## src/rtl/core/scoo_pkg.sv

```systemverilog
// Shared types, codes and constants of the sparse coordinate-list add/subtract block.
`default_nettype none

package scoo_pkg;

    // Store depth default and the cap on results that one compute item may emit.
    localparam int MAX_ENTRIES_DEF = 16;
    localparam int MAX_RESULTS     = 32;
    localparam int NCW             = $clog2(MAX_RESULTS + 1);

    // Field widths.
    localparam int OP_W      = 2;
    localparam int COORD_W   = 8;
    localparam int KEY_W     = 2 * COORD_W;
    localparam int VAL_W     = 16;
    localparam int SUM_W     = VAL_W + 1;
    localparam int STATUS_W  = 3;
    localparam int IN_DATA_W = 2 * COORD_W + VAL_W;
    localparam int OUT_RAW_W = 2 * COORD_W + SUM_W;
    localparam int OUT_DATA_W = ((OUT_RAW_W + 7) / 8) * 8;
    localparam int CFG_IDX_W = 3;
    localparam int CFG_DATA_W = 8;

    typedef enum logic [OP_W-1:0] {
        OP_LOAD_A  = 2'd0,
        OP_LOAD_B  = 2'd1,
        OP_COMPUTE = 2'd2
    } t_op;

    typedef enum logic [STATUS_W-1:0] {
        STS_ENTRY    = 3'd0,
        STS_ACCEPT   = 3'd1,
        STS_REJECT   = 3'd2,
        STS_MISMATCH = 3'd3,
        STS_EMPTY    = 3'd4
    } t_status;

    typedef enum logic [CFG_IDX_W-1:0] {
        CFG_A_ROWS   = 3'd0,
        CFG_A_COLS   = 3'd1,
        CFG_B_ROWS   = 3'd2,
        CFG_B_COLS   = 3'd3,
        CFG_SUBTRACT = 3'd4
    } t_cfg_idx;

    typedef enum logic [1:0] {
        ST_IDLE,
        ST_MERGE,
        ST_FLUSH
    } t_state;

    // Commands from the controller to the datapath.
    typedef struct packed {
        logic load;
        logic mismatch;
        logic start;
        logic step;
        logic finish;
    } t_cmd;

    // Status from the datapath to the controller.
    typedef struct packed {
        logic dims_ok;
        logic out_free;
        logic merge_done;
        logic step_blocked;
    } t_sts;

endpackage

`default_nettype wire

```

## src/rtl/core/scoo_dp.sv

```systemverilog
// Datapath: configuration registers, both coordinate stores, merge unit and output register.
`default_nettype none

module scoo_dp #(
    parameter int MAX_ENTRIES = scoo_pkg::MAX_ENTRIES_DEF
) (
    input  wire logic                            i_clk,
    input  wire logic                            i_rst_n,
    input  wire scoo_pkg::t_cmd                  i_cmd,
    output scoo_pkg::t_sts                       o_sts,
    input  wire logic [scoo_pkg::OP_W-1:0]       i_op,
    input  wire logic [scoo_pkg::COORD_W-1:0]    i_row,
    input  wire logic [scoo_pkg::COORD_W-1:0]    i_col,
    input  wire logic [scoo_pkg::VAL_W-1:0]      i_value,
    input  wire logic                            i_cfg_valid,
    input  wire logic [scoo_pkg::CFG_IDX_W-1:0]  i_cfg_index,
    input  wire logic [scoo_pkg::CFG_DATA_W-1:0] i_cfg_data,
    input  wire logic                            i_out_ready,
    output logic                                 o_out_valid,
    output logic [scoo_pkg::COORD_W-1:0]         o_out_row,
    output logic [scoo_pkg::COORD_W-1:0]         o_out_col,
    output logic signed [scoo_pkg::SUM_W-1:0]    o_out_value,
    output logic [scoo_pkg::STATUS_W-1:0]        o_out_status,
    output logic                                 o_out_last
);
    import scoo_pkg::*;

    localparam int IW = $clog2(MAX_ENTRIES);
    localparam int CW = $clog2(MAX_ENTRIES + 1);

    // Configuration.
    logic [COORD_W-1:0] r_a_rows, r_a_cols, r_b_rows, r_b_cols;
    logic               r_sub;

    // Stores, keys and values in separate arrays.
    logic [KEY_W-1:0] r_key_a [MAX_ENTRIES];
    logic [VAL_W-1:0] r_val_a [MAX_ENTRIES];
    logic [KEY_W-1:0] r_key_b [MAX_ENTRIES];
    logic [VAL_W-1:0] r_val_b [MAX_ENTRIES];
    logic [CW-1:0]    r_cnt_a, r_cnt_b, n_cnt_a, n_cnt_b;
    logic [KEY_W-1:0] r_last_a, r_last_b, n_last_a, n_last_b;

    // Merge walk and the result held back until its successor is known.
    logic [CW-1:0]            r_ia, r_ib, n_ia, n_ib;
    logic [NCW-1:0]           r_n, n_n;
    logic                     r_pend_valid, n_pend_valid;
    logic [KEY_W-1:0]         r_pend_key, n_pend_key;
    logic signed [SUM_W-1:0]  r_pend_value, n_pend_value;

    // Output register.
    logic                     r_out_valid, n_out_valid;
    logic [KEY_W-1:0]         r_out_key, n_out_key;
    logic signed [SUM_W-1:0]  r_out_value, n_out_value;
    logic [STATUS_W-1:0]      r_out_status, n_out_status;
    logic                     r_out_last, n_out_last;

    // Load check.
    logic               sel_b;
    logic [COORD_W-1:0] lim_rows, lim_cols;
    logic [CW-1:0]      cur_cnt;
    logic [KEY_W-1:0]   cur_last, in_key;
    logic               load_ok, wr_a, wr_b;

    // Merge step.
    logic                    a_avail, b_avail, take_a, take_b, sum_nz, out_free;
    logic [KEY_W-1:0]        ka, kb, step_key;
    logic signed [SUM_W-1:0] term_a, term_b, b_ext, step_sum;

    assign sel_b    = (i_op == OP_LOAD_B);
    assign lim_rows = sel_b ? r_b_rows : r_a_rows;
    assign lim_cols = sel_b ? r_b_cols : r_a_cols;
    assign cur_cnt  = sel_b ? r_cnt_b : r_cnt_a;
    assign cur_last = sel_b ? r_last_b : r_last_a;
    assign in_key   = {i_row, i_col};
    assign load_ok  = (i_row != '0) && (i_row <= lim_rows) && (i_col != '0) &&
                      (i_col <= lim_cols) && (cur_cnt != CW'(MAX_ENTRIES)) &&
                      (in_key > cur_last);
    assign wr_a     = i_cmd.load && load_ok && !sel_b;
    assign wr_b     = i_cmd.load && load_ok && sel_b;

    assign a_avail  = (r_ia != r_cnt_a);
    assign b_avail  = (r_ib != r_cnt_b);
    assign ka       = r_key_a[r_ia[IW-1:0]];
    assign kb       = r_key_b[r_ib[IW-1:0]];
    assign take_a   = a_avail && (!b_avail || ka <= kb);
    assign take_b   = b_avail && (!a_avail || kb <= ka);
    assign step_key = take_a ? ka : kb;
    assign b_ext    = SUM_W'(signed'(r_val_b[r_ib[IW-1:0]]));
    assign term_a   = take_a ? SUM_W'(signed'(r_val_a[r_ia[IW-1:0]])) : '0;
    assign term_b   = take_b ? (r_sub ? -b_ext : b_ext) : '0;
    assign step_sum = term_a + term_b;
    assign sum_nz   = (step_sum != '0);
    assign out_free = !r_out_valid || i_out_ready;

    assign o_sts.dims_ok      = (r_a_rows == r_b_rows) && (r_a_cols == r_b_cols);
    assign o_sts.out_free     = out_free;
    assign o_sts.merge_done   = (!a_avail && !b_avail) || (r_n == NCW'(MAX_RESULTS));
    assign o_sts.step_blocked = sum_nz && r_pend_valid && !out_free;

    always_comb begin
        n_cnt_a      = r_cnt_a;
        n_cnt_b      = r_cnt_b;
        n_last_a     = r_last_a;
        n_last_b     = r_last_b;
        n_ia         = r_ia;
        n_ib         = r_ib;
        n_n          = r_n;
        n_pend_valid = r_pend_valid;
        n_pend_key   = r_pend_key;
        n_pend_value = r_pend_value;
        n_out_valid  = r_out_valid && !i_out_ready;
        n_out_key    = r_out_key;
        n_out_value  = r_out_value;
        n_out_status = r_out_status;
        n_out_last   = r_out_last;

        if (i_cmd.load) begin
            n_out_valid  = 1'b1;
            n_out_key    = '0;
            n_out_value  = '0;
            n_out_status = load_ok ? STS_ACCEPT : STS_REJECT;
            n_out_last   = 1'b1;
            if (wr_a) begin
                n_cnt_a  = r_cnt_a + 1'b1;
                n_last_a = in_key;
            end
            if (wr_b) begin
                n_cnt_b  = r_cnt_b + 1'b1;
                n_last_b = in_key;
            end
        end

        if (i_cmd.mismatch) begin
            n_out_valid  = 1'b1;
            n_out_key    = '0;
            n_out_value  = '0;
            n_out_status = STS_MISMATCH;
            n_out_last   = 1'b1;
        end

        if (i_cmd.start) begin
            n_ia         = '0;
            n_ib         = '0;
            n_n          = '0;
            n_pend_valid = 1'b0;
        end

        if (i_cmd.step) begin
            if (take_a) begin
                n_ia = r_ia + 1'b1;
            end
            if (take_b) begin
                n_ib = r_ib + 1'b1;
            end
            if (sum_nz) begin
                // The held result is not the last one, so it goes out now.
                if (r_pend_valid) begin
                    n_out_valid  = 1'b1;
                    n_out_key    = r_pend_key;
                    n_out_value  = r_pend_value;
                    n_out_status = STS_ENTRY;
                    n_out_last   = 1'b0;
                end
                n_pend_valid = 1'b1;
                n_pend_key   = step_key;
                n_pend_value = step_sum;
                n_n          = r_n + 1'b1;
            end
        end

        if (i_cmd.finish) begin
            n_out_valid  = 1'b1;
            n_out_last   = 1'b1;
            n_pend_valid = 1'b0;
            if (r_pend_valid) begin
                n_out_key    = r_pend_key;
                n_out_value  = r_pend_value;
                n_out_status = STS_ENTRY;
            end else begin
                n_out_key    = '0;
                n_out_value  = '0;
                n_out_status = STS_EMPTY;
            end
        end

        if (i_cmd.mismatch || i_cmd.finish) begin
            n_cnt_a  = '0;
            n_cnt_b  = '0;
            n_last_a = '0;
            n_last_b = '0;
        end
    end

    always_ff @(posedge i_clk) begin
        if (!i_rst_n) begin
            r_a_rows     <= COORD_W'(1);
            r_a_cols     <= COORD_W'(1);
            r_b_rows     <= COORD_W'(1);
            r_b_cols     <= COORD_W'(1);
            r_sub        <= 1'b0;
            r_cnt_a      <= '0;
            r_cnt_b      <= '0;
            r_last_a     <= '0;
            r_last_b     <= '0;
            r_ia         <= '0;
            r_ib         <= '0;
            r_n          <= '0;
            r_pend_valid <= 1'b0;
            r_out_valid  <= 1'b0;
        end else begin
            if (i_cfg_valid) begin
                case (i_cfg_index)
                    CFG_A_ROWS:   r_a_rows <= i_cfg_data;
                    CFG_A_COLS:   r_a_cols <= i_cfg_data;
                    CFG_B_ROWS:   r_b_rows <= i_cfg_data;
                    CFG_B_COLS:   r_b_cols <= i_cfg_data;
                    CFG_SUBTRACT: r_sub    <= i_cfg_data[0];
                    default: begin
                    end
                endcase
            end
            r_cnt_a      <= n_cnt_a;
            r_cnt_b      <= n_cnt_b;
            r_last_a     <= n_last_a;
            r_last_b     <= n_last_b;
            r_ia         <= n_ia;
            r_ib         <= n_ib;
            r_n          <= n_n;
            r_pend_valid <= n_pend_valid;
            r_out_valid  <= n_out_valid;
        end
    end

    always_ff @(posedge i_clk) begin
        r_pend_key   <= n_pend_key;
        r_pend_value <= n_pend_value;
        r_out_key    <= n_out_key;
        r_out_value  <= n_out_value;
        r_out_status <= n_out_status;
        r_out_last   <= n_out_last;
        if (wr_a) begin
            r_key_a[r_cnt_a[IW-1:0]] <= in_key;
            r_val_a[r_cnt_a[IW-1:0]] <= i_value;
        end
        if (wr_b) begin
            r_key_b[r_cnt_b[IW-1:0]] <= in_key;
            r_val_b[r_cnt_b[IW-1:0]] <= i_value;
        end
    end

    assign o_out_valid  = r_out_valid;
    assign o_out_row    = r_out_key[KEY_W-1:COORD_W];
    assign o_out_col    = r_out_key[COORD_W-1:0];
    assign o_out_value  = r_out_value;
    assign o_out_status = r_out_status;
    assign o_out_last   = r_out_last;

endmodule

`default_nettype wire

```

## src/rtl/core/scoo_ctrl.sv

```systemverilog
// Controller state machine: accepts items and sequences the merge walk.
`default_nettype none

module scoo_ctrl (
    input  wire logic                      i_clk,
    input  wire logic                      i_rst_n,
    input  wire logic                      i_in_valid,
    output logic                           o_in_ready,
    input  wire logic [scoo_pkg::OP_W-1:0] i_op,
    input  wire scoo_pkg::t_sts            i_sts,
    output scoo_pkg::t_cmd                 o_cmd
);
    import scoo_pkg::*;

    t_state r_state, n_state;
    logic   fire;

    assign fire = i_in_valid && o_in_ready;

    always_comb begin
        n_state = r_state;
        case (r_state)
            ST_IDLE: begin
                if (fire && i_op == OP_COMPUTE && i_sts.dims_ok) begin
                    n_state = ST_MERGE;
                end
            end
            ST_MERGE: begin
                if (i_sts.merge_done) begin
                    n_state = ST_FLUSH;
                end
            end
            ST_FLUSH: begin
                if (i_sts.out_free) begin
                    n_state = ST_IDLE;
                end
            end
            default: n_state = ST_IDLE;
        endcase
    end

    always_comb begin
        o_in_ready = 1'b0;
        o_cmd      = '0;
        case (r_state)
            ST_IDLE: begin
                o_in_ready = i_sts.out_free;
                if (fire) begin
                    case (i_op)
                        OP_LOAD_A, OP_LOAD_B: o_cmd.load = 1'b1;
                        OP_COMPUTE: begin
                            o_cmd.start    = i_sts.dims_ok;
                            o_cmd.mismatch = !i_sts.dims_ok;
                        end
                        default: begin
                        end
                    endcase
                end
            end
            ST_MERGE: begin
                o_cmd.step = !i_sts.merge_done && !i_sts.step_blocked;
            end
            ST_FLUSH: begin
                o_cmd.finish = i_sts.out_free;
            end
            default: begin
            end
        endcase
    end

    always_ff @(posedge i_clk) begin
        if (!i_rst_n) begin
            r_state <= ST_IDLE;
        end else begin
            r_state <= n_state;
        end
    end

endmodule

`default_nettype wire

```

## src/rtl/core/sparse_coo_add_sub.sv

```systemverilog
// A load answers in the output register in the cycle after its transfer.
// Throughput: loads one per cycle while the output keeps up; a compute item holds off input
// through the merge walk (at most count_a + count_b merged coordinates) and the flush, longer if the output stalls.
// The merge walk visits one coordinate of the two stores in each cycle unless a stalled output blocks its step.
// Reset (synchronous, active low) empties both stores and restores the dimension registers.
`default_nettype none

module sparse_coo_add_sub #(
    parameter int MAX_ENTRIES = scoo_pkg::MAX_ENTRIES_DEF
) (
    input  wire logic                                 i_clk,
    input  wire logic                                 i_rst_n,
    input  wire logic                                 s_axis_tvalid,
    output logic                                      s_axis_tready,
    // row [7:0], col [15:8], value [31:16]
    input  wire logic [scoo_pkg::IN_DATA_W-1:0]       s_axis_tdata,
    // operation [1:0]
    input  wire logic [scoo_pkg::OP_W-1:0]            s_axis_tuser,
    output logic                                      m_axis_tvalid,
    input  wire logic                                 m_axis_tready,
    // out_row [7:0], out_col [15:8], out_value [32:16], zeros above
    output logic [scoo_pkg::OUT_DATA_W-1:0]           m_axis_tdata,
    // status [2:0]
    output logic [scoo_pkg::STATUS_W-1:0]             m_axis_tuser,
    output logic                                      m_axis_tlast,
    input  wire logic                                 i_cfg_valid,
    output logic                                      o_cfg_ready,
    input  wire logic [scoo_pkg::CFG_IDX_W-1:0]       i_cfg_index,
    input  wire logic [scoo_pkg::CFG_DATA_W-1:0]      i_cfg_data
);
    import scoo_pkg::*;

    t_cmd                    cmd;
    t_sts                    sts;
    logic [COORD_W-1:0]      out_row, out_col;
    logic signed [SUM_W-1:0] out_value;

    scoo_ctrl u_ctrl (
        .i_clk      (i_clk),
        .i_rst_n    (i_rst_n),
        .i_in_valid (s_axis_tvalid),
        .o_in_ready (s_axis_tready),
        .i_op       (s_axis_tuser),
        .i_sts      (sts),
        .o_cmd      (cmd)
    );

    scoo_dp #(
        .MAX_ENTRIES (MAX_ENTRIES)
    ) u_dp (
        .i_clk        (i_clk),
        .i_rst_n      (i_rst_n),
        .i_cmd        (cmd),
        .o_sts        (sts),
        .i_op         (s_axis_tuser),
        .i_row        (s_axis_tdata[COORD_W-1:0]),
        .i_col        (s_axis_tdata[2*COORD_W-1:COORD_W]),
        .i_value      (s_axis_tdata[IN_DATA_W-1:2*COORD_W]),
        .i_cfg_valid  (i_cfg_valid),
        .i_cfg_index  (i_cfg_index),
        .i_cfg_data   (i_cfg_data),
        .i_out_ready  (m_axis_tready),
        .o_out_valid  (m_axis_tvalid),
        .o_out_row    (out_row),
        .o_out_col    (out_col),
        .o_out_value  (out_value),
        .o_out_status (m_axis_tuser),
        .o_out_last   (m_axis_tlast)
    );

    assign o_cfg_ready  = 1'b1;
    assign m_axis_tdata = {{(OUT_DATA_W - OUT_RAW_W){1'b0}}, out_value, out_col, out_row};

`ifndef SYNTHESIS
    // An item is only taken when the output register can hold its answer.
    a_in_needs_room: assert property (@(posedge i_clk) disable iff (!i_rst_n)
        (s_axis_tvalid && s_axis_tready) |-> (!m_axis_tvalid || m_axis_tready))
        else $error("input transfer while output register is stalled");

    // The controller issues at most one command per cycle.
    a_one_cmd: assert property (@(posedge i_clk) disable iff (!i_rst_n)
        $onehot0({cmd.load, cmd.mismatch, cmd.start, cmd.step, cmd.finish}))
        else $error("more than one datapath command in a cycle");

    // Every status result other than a merged entry ends its item.
    a_status_last: assert property (@(posedge i_clk) disable iff (!i_rst_n)
        (m_axis_tvalid && m_axis_tuser != STS_ENTRY) |-> m_axis_tlast)
        else $error("status result without tlast");

    // A step never runs while the walk is already finished.
    a_step_live: assert property (@(posedge i_clk) disable iff (!i_rst_n)
        cmd.step |-> !sts.merge_done)
        else $error("merge step after the walk ended");
`endif

endmodule

`default_nettype wire

```

## config.mk

```make
export PLATFORM = sky130hd
export DESIGN_NAME = sparse_coo_add_sub
export DESIGN_NICKNAME = d
export VERILOG_FILES = /design/src/rtl/core/scoo_pkg.sv /design/src/rtl/core/scoo_dp.sv /design/src/rtl/core/scoo_ctrl.sv /design/src/rtl/core/sparse_coo_add_sub.sv
export SDC_FILE = /design/constraint.sdc
export NUM_CORES = 1
export LEC_CHECK = 0
export BUFFER_PORTS_ARGS = -buffer_cell sky130_fd_sc_hd__buf_4
export CAP_MARGIN = 20
export CORE_MARGIN = 8
export CORE_UTILIZATION = 57
export DETAILED_ROUTE_END_ITERATION = 8
export PLACE_DENSITY = 0.72
export SYNTH_ARGS = -nofsm -noshare
export SYNTH_HDL_FRONTEND = slang
export SYNTH_SLANG_ARGS = --single-unit
```

## constraint.sdc

```tcl
create_clock -name i_clk -period 13.7 [get_ports i_clk]
set_input_delay 2.055 -clock i_clk [delete_from_list [all_inputs] [get_ports i_clk]]
set_output_delay 2.055 -clock i_clk [all_outputs]
set_load 0.02 [all_outputs]
```

==> run_results.csv, run 1 <==
group,metric,value,unit
die,core-area,0.0838,sq mm
die,die_w,307,um
clock_tree,clockBufferDepth,3,
grt,grt_pass1_vias,25700,
clock_tree,clock-sinks,1189,
setup_path,crit_chain,"buf_4 -> mux4_2 -> mux4_2 -> ha_1 -> nand3_1 -> nor4_1 -> a21bo_2 -> a311oi_1 -> or2_2 -> nor2b_1 -> ha_1 -> fa_1 -> a21oi_1 -> o22ai_1 -> or4_1 -> o211a_1 -> or3_1 -> nor4_1 -> nand2_1 -> o21ai_2 -> o21a_2 -> a22o_1",
yosys,yosysTopAreaCellShare,0.657,
pwr,p_leak,17.5,nW
timing,setup_viol,0,
pwr,ir_worst_vdd,0.122,mV
yosys,synth_top_area_cell,"edfxtp_1",
setup_path,cp.required,14300,ps
timing,finalHoldViolations,0,
place,post-place-cells,3754,
yosys,yosys_warnings,0,
setup_path,cp_data_arrival_time,10310,ps
setup_path,crit_path_max_incr_delay,920,ps
yosys,synth_common_cells,"1,057 x edfxtp_1, 292 x mux4_2, 154 x nand2_1, 132 x dfxtp_1, 78 x clkbuf_1",
setup_path,crit_path_end_kind,"flop",
pwr,total_power,7.27,mW
setup_path,path_buf_inv,1,
grt,grt_max_degree,75,
yosys,syn_area,0.0483,sq mm
route,drtAntennaViolNets,0,
timing,post-route-period-util,0.708,
pwr,power_density,134,mW/mm^2
job,cap_violations,0,
place,place.gp.congestion,0.890,
die,initial_core_util,0.576,
yosys,syn_avg_cell_area,18.5,sq um
timing,tightestPinTransition,1050,ps
grt,grt_pass1_wl,167000,um
clock_tree,tritoncts,"built",
timing,period_needed,9700,ps
layout,insertedDiodeCount,0,
yosys,synth-edff-count,1057,
route,drt-total-wl,113000,um
layout,area_growth,12.3,%
layout,final_cells,3971,
setup_path,path_max_fanout,49,
place,place_area,0.0504,sq mm
route,drt_iter0_markers,3081,
setup_path,critPathKind,"reg -> reg",
route,vias,25200,
run_status,outcome,"completed",
grt,grt_overflow,0,
yosys,ys_ff_latch,1189,
route,drt_pass1_iterations,5,
clock_tree,htree_levels,3,
setup_path,critical-path-slowest-cell,"dfxtp_4",
timing,slew_headroom,0.302,
route,post_drt_wl_per_cell,28.5,um
yosys,syn_inst,2615,
clock_tree,path_clk_slew,70,ps
timing,finalMaxSlewViolations,0,
clock_tree,holdBufCountCts,0,
clock_tree,cts-resized-gates,0,
die,io_pins,97,
timing,timing.fmax,0.103,GHz
layout,drive_gt1_frac,0.241,
grt,track_usage,0.238,
place,dpl.hpwl,65100,um
yosys,async_flop_share,0,
yosys,ys_types,74,
yosys,yosysMostFrequentCell,"edfxtp_1",
setup_path,startpoint_type,"flop",
grt,grt_antenna_before_repair,1,
clock_tree,clock_latency,670,ps
yosys,ys_dominant_reg_cell,"edfxtp_1",
clock_tree,post_cts_buffers,0,
timing,setup_tns,0,ps
die,die_h,307,um
timing,rsz0062_at_grt,"false",
timing,clock_skew,21.0,ps
worst_hold_path,holdCritPathClass,"reg -> reg",
die,die-area,0.0943,sq mm
clock_tree,cts_buffers,114,
setup_path,crit_family,"compound AO/OA/AOI/OAI gates",
layout,fin_nets,2865,
clock_tree,cts_root_buffer,"clkbuf_16",
yosys,ys_seq_area_frac,0.712,
layout,fin_area,0.0542,sq mm
yosys,netlist_top_cells_area,"edfxtp_1 66%, mux4_2 14%, dfxtp_1 5.5%",
die,rows,106,
route,via_per_inst,6.34,
place,portBuffers,88,
route,drc_errors,0,
timing,fin_worst_hold_slack,449,ps
==> where the power goes <==
part           internal, mW  switching (mW)  total, mW
sequential             3.94         0.00871       3.95
combinational        0.0393           0.113      0.152
clock                  1.84            1.32       3.17
==> flip-flops by register name, indices dropped and copies added (netlist names), 2 cells and up <==
register and count:
u_dp.r_a_cols 8, u_dp.r_b_cols 8, u_dp.r_cnt_a 5, u_dp.r_out_key 16, u_ctrl.r_state 2, u_dp.r_cnt_b 5
u_dp.r_a_rows 8, u_dp.r_ib 5, u_dp.r_b_rows 8, u_dp.r_last_a 16, u_dp.r_pend_key 16, u_dp.r_val_b 256
u_dp.r_ia 5, u_dp.o_out_value 17, u_dp.o_out_status 3, u_dp.r_last_b 16, u_dp.r_key_a 256, u_dp.r_n 6
u_dp.r_val_a 256, u_dp.r_pend_value 17, u_dp.r_key_b 256
==> placed cells by master (no fill, tap or decap), drive strengths merged, types with 34 or more instances in the layout <==
cell type,instances
mux4,297
nor2b,37
a21oi,41
nand3,70
clkinv,49
buf,140
dfxtp,132
a22o,34
ha,77
edfxtp,1057
mux2i,62
a21boi,34
nand2,154
clkbuf,140
o21ai,76
xor2,34
nor2,70
inv,44
==> worst reg2reg max path, stage by stage (launching register included) <==
cell,delay (ps)
dfxtp_4,920
buf_4,910
mux4_2,670
mux4_2,510
ha_1,310
nand3_1,180
nor4_1,400
a21bo_2,280
a311oi_1,350
or2_2,720
nor2b_1,130
ha_1,260
fa_1,470
a21oi_1,270
o22ai_1,170
or4_1,420
o211a_1,150
or3_1,360
nor4_1,440
nand2_1,130
o21ai_2,570
o21a_2,750
a22o_1,280
==> layout make-up <==
cell class,instances,area [sq um]
fill,5645,29600
clock buffer,140,2970
timing repair buffer,140,1070
multi-input combinational,1253,13400
tap,1134,1420
inverter,39,146
clock inverter,76,811
sequential,1189,34400
==> routing by layer <==
| layer | up-vias | routed length [um] | track usage |
|---|---|---|---|
| li1 | 10800 | - | - |
| met1 | 13100 | 46600 | 0.338 |
| met2 | 1096 | 56100 | 0.393 |
| met3 | 178 | 7970 | 0.0350 |
| met4 | 0 | 2330 | 0.0579 |
| met5 | - | 0 | 0 |
==> per-stage QoR <==
step            util  setup WS, ps
3_5_place_dp   0.602          4060
2_1_floorplan      -          5230
3_3_place_gp   0.602          4400
6_report       0.647          4000
4_1_cts        0.647          4010
5_1_grt        0.647          3290
==> worst paths after layout <==
kind | startpoint | end | slack (ps) | cells after the start
hold / removal | u_dp.r_pend_key[11] | u_dp.r_out_key[11] | 450 | 1
setup reg to reg | u_dp.r_ia[0] | u_dp.o_out_value[3] | 4000 | 22
hold reg to reg | u_dp.r_pend_key[11] | u_dp.r_out_key[11] | 450 | 1
setup / recovery | u_dp.r_ia[0] | u_dp.o_out_value[3] | 4000 | 22
==> cells by family after synthesis <==
family | Yosys count | synth area share
other cells | 2 | 0.000155
buf+inv | 179 | 0.0164
xor+xnor | 54 | 0.00995
simple gates | 459 | 0.0468
compound gates | 279 | 0.0392
mux | 375 | 0.155
fa+ha+maj | 78 | 0.0204
flops | 1189 | 0.712
No activity file was read; power rests on OpenSTA's default activity.
==> inputs of run 2 (changes only) <==
==> constraint.sdc (replaced) <==
create_clock -name i_clk -period 10.2 [get_ports i_clk]
set_input_delay 1.53 -clock i_clk [delete_from_list [all_inputs] [get_ports i_clk]]
set_output_delay 1.53 -clock i_clk [all_outputs]
set_load 0.02 [all_outputs]
==> run 2 against run 1 <==
Against the previous run:
- hold slack lost 8.7 ps
- clock skew up 17 ps
- fmax up 6.1%
- power grew 37%
- final cell count increased by 0.35%
- sequential power is 34% higher
- global-route usage up 0.10 points
- via count up 0.58%
==> run_results.csv, run 2 (synthesis results as in run 1) <==
group,metric,value,unit
run_status,outcome,"completed",
die,die_h,307,um
setup_path,critPathKind,"reg -> reg",
clock_tree,holdBufCountCts,0,
setup_path,r2r_slack,1060,ps
layout,fin_nets,2874,
clock_tree,tritoncts,"built",
place,post-place-cells,3756,
grt,track_usage,0.239,
layout,final_common_cell,"edfxtp_1",
route,via_per_inst,6.36,
timing,clock_skew,38.3,ps
place,dpl.hpwl,66700,um
place,place.gp.congestion,0.898,
setup_path,r2r_cells,21,
worst_hold_path,holdCritPathClass,"reg -> reg",
timing,post-route-period-util,0.896,
route,post_drt_wl_per_cell,28.5,um
layout,insertedDiodeCount,0,
clock_tree,path_clk_slew,60,ps
job,cap_violations,0,
die,die_w,307,um
layout,drive_gt1_frac,0.246,
setup_path,r2r_start,"u_dp.r_ia[0]",
setup_path,crit_path_end_kind,"flop",
timing,rsz0062_at_grt,"false",
timing,setup_ws,1060,ps
pwr,combPwrFrac,0.021,
layout,fill_cells,5578,
timing,setup_viol,0,
setup_path,endpoint,"u_dp.o_out_value[14]",
layout,layout_common_cells,"1,057 x edfxtp_1, 292 x mux4_2, 154 x nand2_1",
pwr,power_density,182,mW/mm^2
pwr,power.internal,7.96,mW
pwr,switching_share,0.198,
route,drtAntennaViolNets,0,
layout,final_cells,3985,
clock_tree,cts_buffers,119,
pwr,p_clk_frac,0.444,
layout,multi_input_area,0.0134,sq mm
layout,area_growth,12.9,%
setup_path,cp.required,10800,ps
pwr,seqPwrFrac,0.535,
grt,grt_pass1_vias,25600,
pwr,power_switching,1.96,mW
grt,grt_max_degree,75,
clock_tree,post_cts_buffers,0,
worst_hold_path,worstHoldPathCells,1,
timing,period_needed,9140,ps
place,dp_slack,1230,ps
pwr,ir_worst_vdd,0.163,mV
die,io_pins,97,
route,drt_pass1_iterations,5,
route,drc_errors,0,
timing,finalHoldViolations,0,
timing,tightestPinTransition,1070,ps
timing,setup_tns,0,ps
clock_tree,clockBufferDepth,3,
grt,grt_overflow,0,
clock_tree,clock-sinks,1189,
setup_path,r2r_end,"u_dp.o_out_value[14]",
setup_path,cp_data_arrival_time,9740,ps
place,portBuffers,88,
clock_tree,cts-resized-gates,0,
setup_path,startpoint,"u_dp.r_ia[0]",
timing,finalMaxSlewViolations,0,
grt,grt_pass1_wl,167000,um
timing,timing.fmax,0.109,GHz
pwr,total_power,9.93,mW
setup_path,path_max_fanout,50,
die,core-area,0.0838,sq mm
route,vias,25300,
clock_tree,htree_levels,3,
clock_tree,cts_root_buffer,"clkbuf_16",
pwr,p_leak,17.6,nW
grt,grt_antenna_before_repair,3,
setup_path,startpoint_type,"flop",
clock_tree,clock_latency,690,ps
route,drt_iter0_markers,3173,
layout,final-seq-area,0.0344,sq mm
timing,fin_worst_hold_slack,441,ps
die,rows,106,
timing,slew_headroom,0.284,
die,die-area,0.0943,sq mm
route,drt-total-wl,114000,um
die,initial_core_util,0.576,
-- run 2: cell types whose count changed in the layout (fill, tap and decap cells not counted), moves of 2 or more --
cell / delta
inv_6: -3
clkinvlp_4: -2
bufinv_16: -5
clkinv_1: -5
buf_12: +2
clkbuf_8: +15
clkbuf_16: +10
clkbuf_1: +2
-- run 2: layout make-up --
type,count,area share
clock inverters,59,0.0106
inverters,39,0.00268
well taps,1134,0.0260
repair buffers,144,0.0207
multi-input cells,1253,0.246
clock buffers,167,0.0630
flip-flops and latches,1189,0.631
-- run 2: per-layer routing --
layer | share of wire | global-route usage | vias to the layer above
li1 | - | - | 10800
met5 | 0.00013 | 0 | -
met4 | 0.025 | 0.0663 | 2
met2 | 0.49 | 0.390 | 1184
met1 | 0.40 | 0.338 | 13200
met3 | 0.078 | 0.0378 | 191
-- run 2: power by group through the flow --
stage | Clock, mW | Combinational [mW] | Sequential (mW)
final | 4.41 | 0.206 | 5.31
after global routing | 4.64 | 0.222 | 5.31
after CTS | 4.46 | 0.206 | 5.31
after detailed placement | 0 | 0.206 | 5.41
after global placement | 0 | 0.193 | 5.41
after floorplan | 0 | 0.0787 | 5.41
-- run 2: worst min-delay path by stage --
stage	start	end	slack [ps]
2_1_floorplan	u_dp.r_pend_value[16]	u_dp.o_out_value[16]	440
3_5_place_dp	u_dp.r_pend_value[5]	u_dp.o_out_value[5]	440
3_3_place_gp	u_dp.r_pend_key[0]	u_dp.r_out_key[0]	440
4_1_cts	u_dp.r_pend_key[4]	u_dp.r_out_key[4]	450
5_1_grt	u_dp.r_pend_key[4]	u_dp.r_out_key[4]	480
6_report	u_dp.r_pend_key[4]	u_dp.r_out_key[4]	440
-- run 2: critical path, stage by stage, from the launching register on --
cell and delay, ps:
dfxtp_4 990, mux4_2 610, mux4_2 530, ha_1 320, nand3_1 150, nor4_1 520
a21bo_2 300, a311oi_1 360, or2_2 720, nor2b_1 110, ha_1 270, fa_1 460
a21oi_1 290, o22ai_1 190, or4_1 440, o211a_1 160, or3_1 360, nor4_1 460
nand2_1 130, o21ai_2 570, o21a_2 770, a22o_1 270
-- run 2: through the flow --
step,utilization,instance area (sq um)
3_5_place_dp,0.602,50500
6_report,0.651,54500
3_3_place_gp,0.602,50500
2_1_floorplan,-,48300
4_1_cts,0.650,54500
5_1_grt,0.651,54500
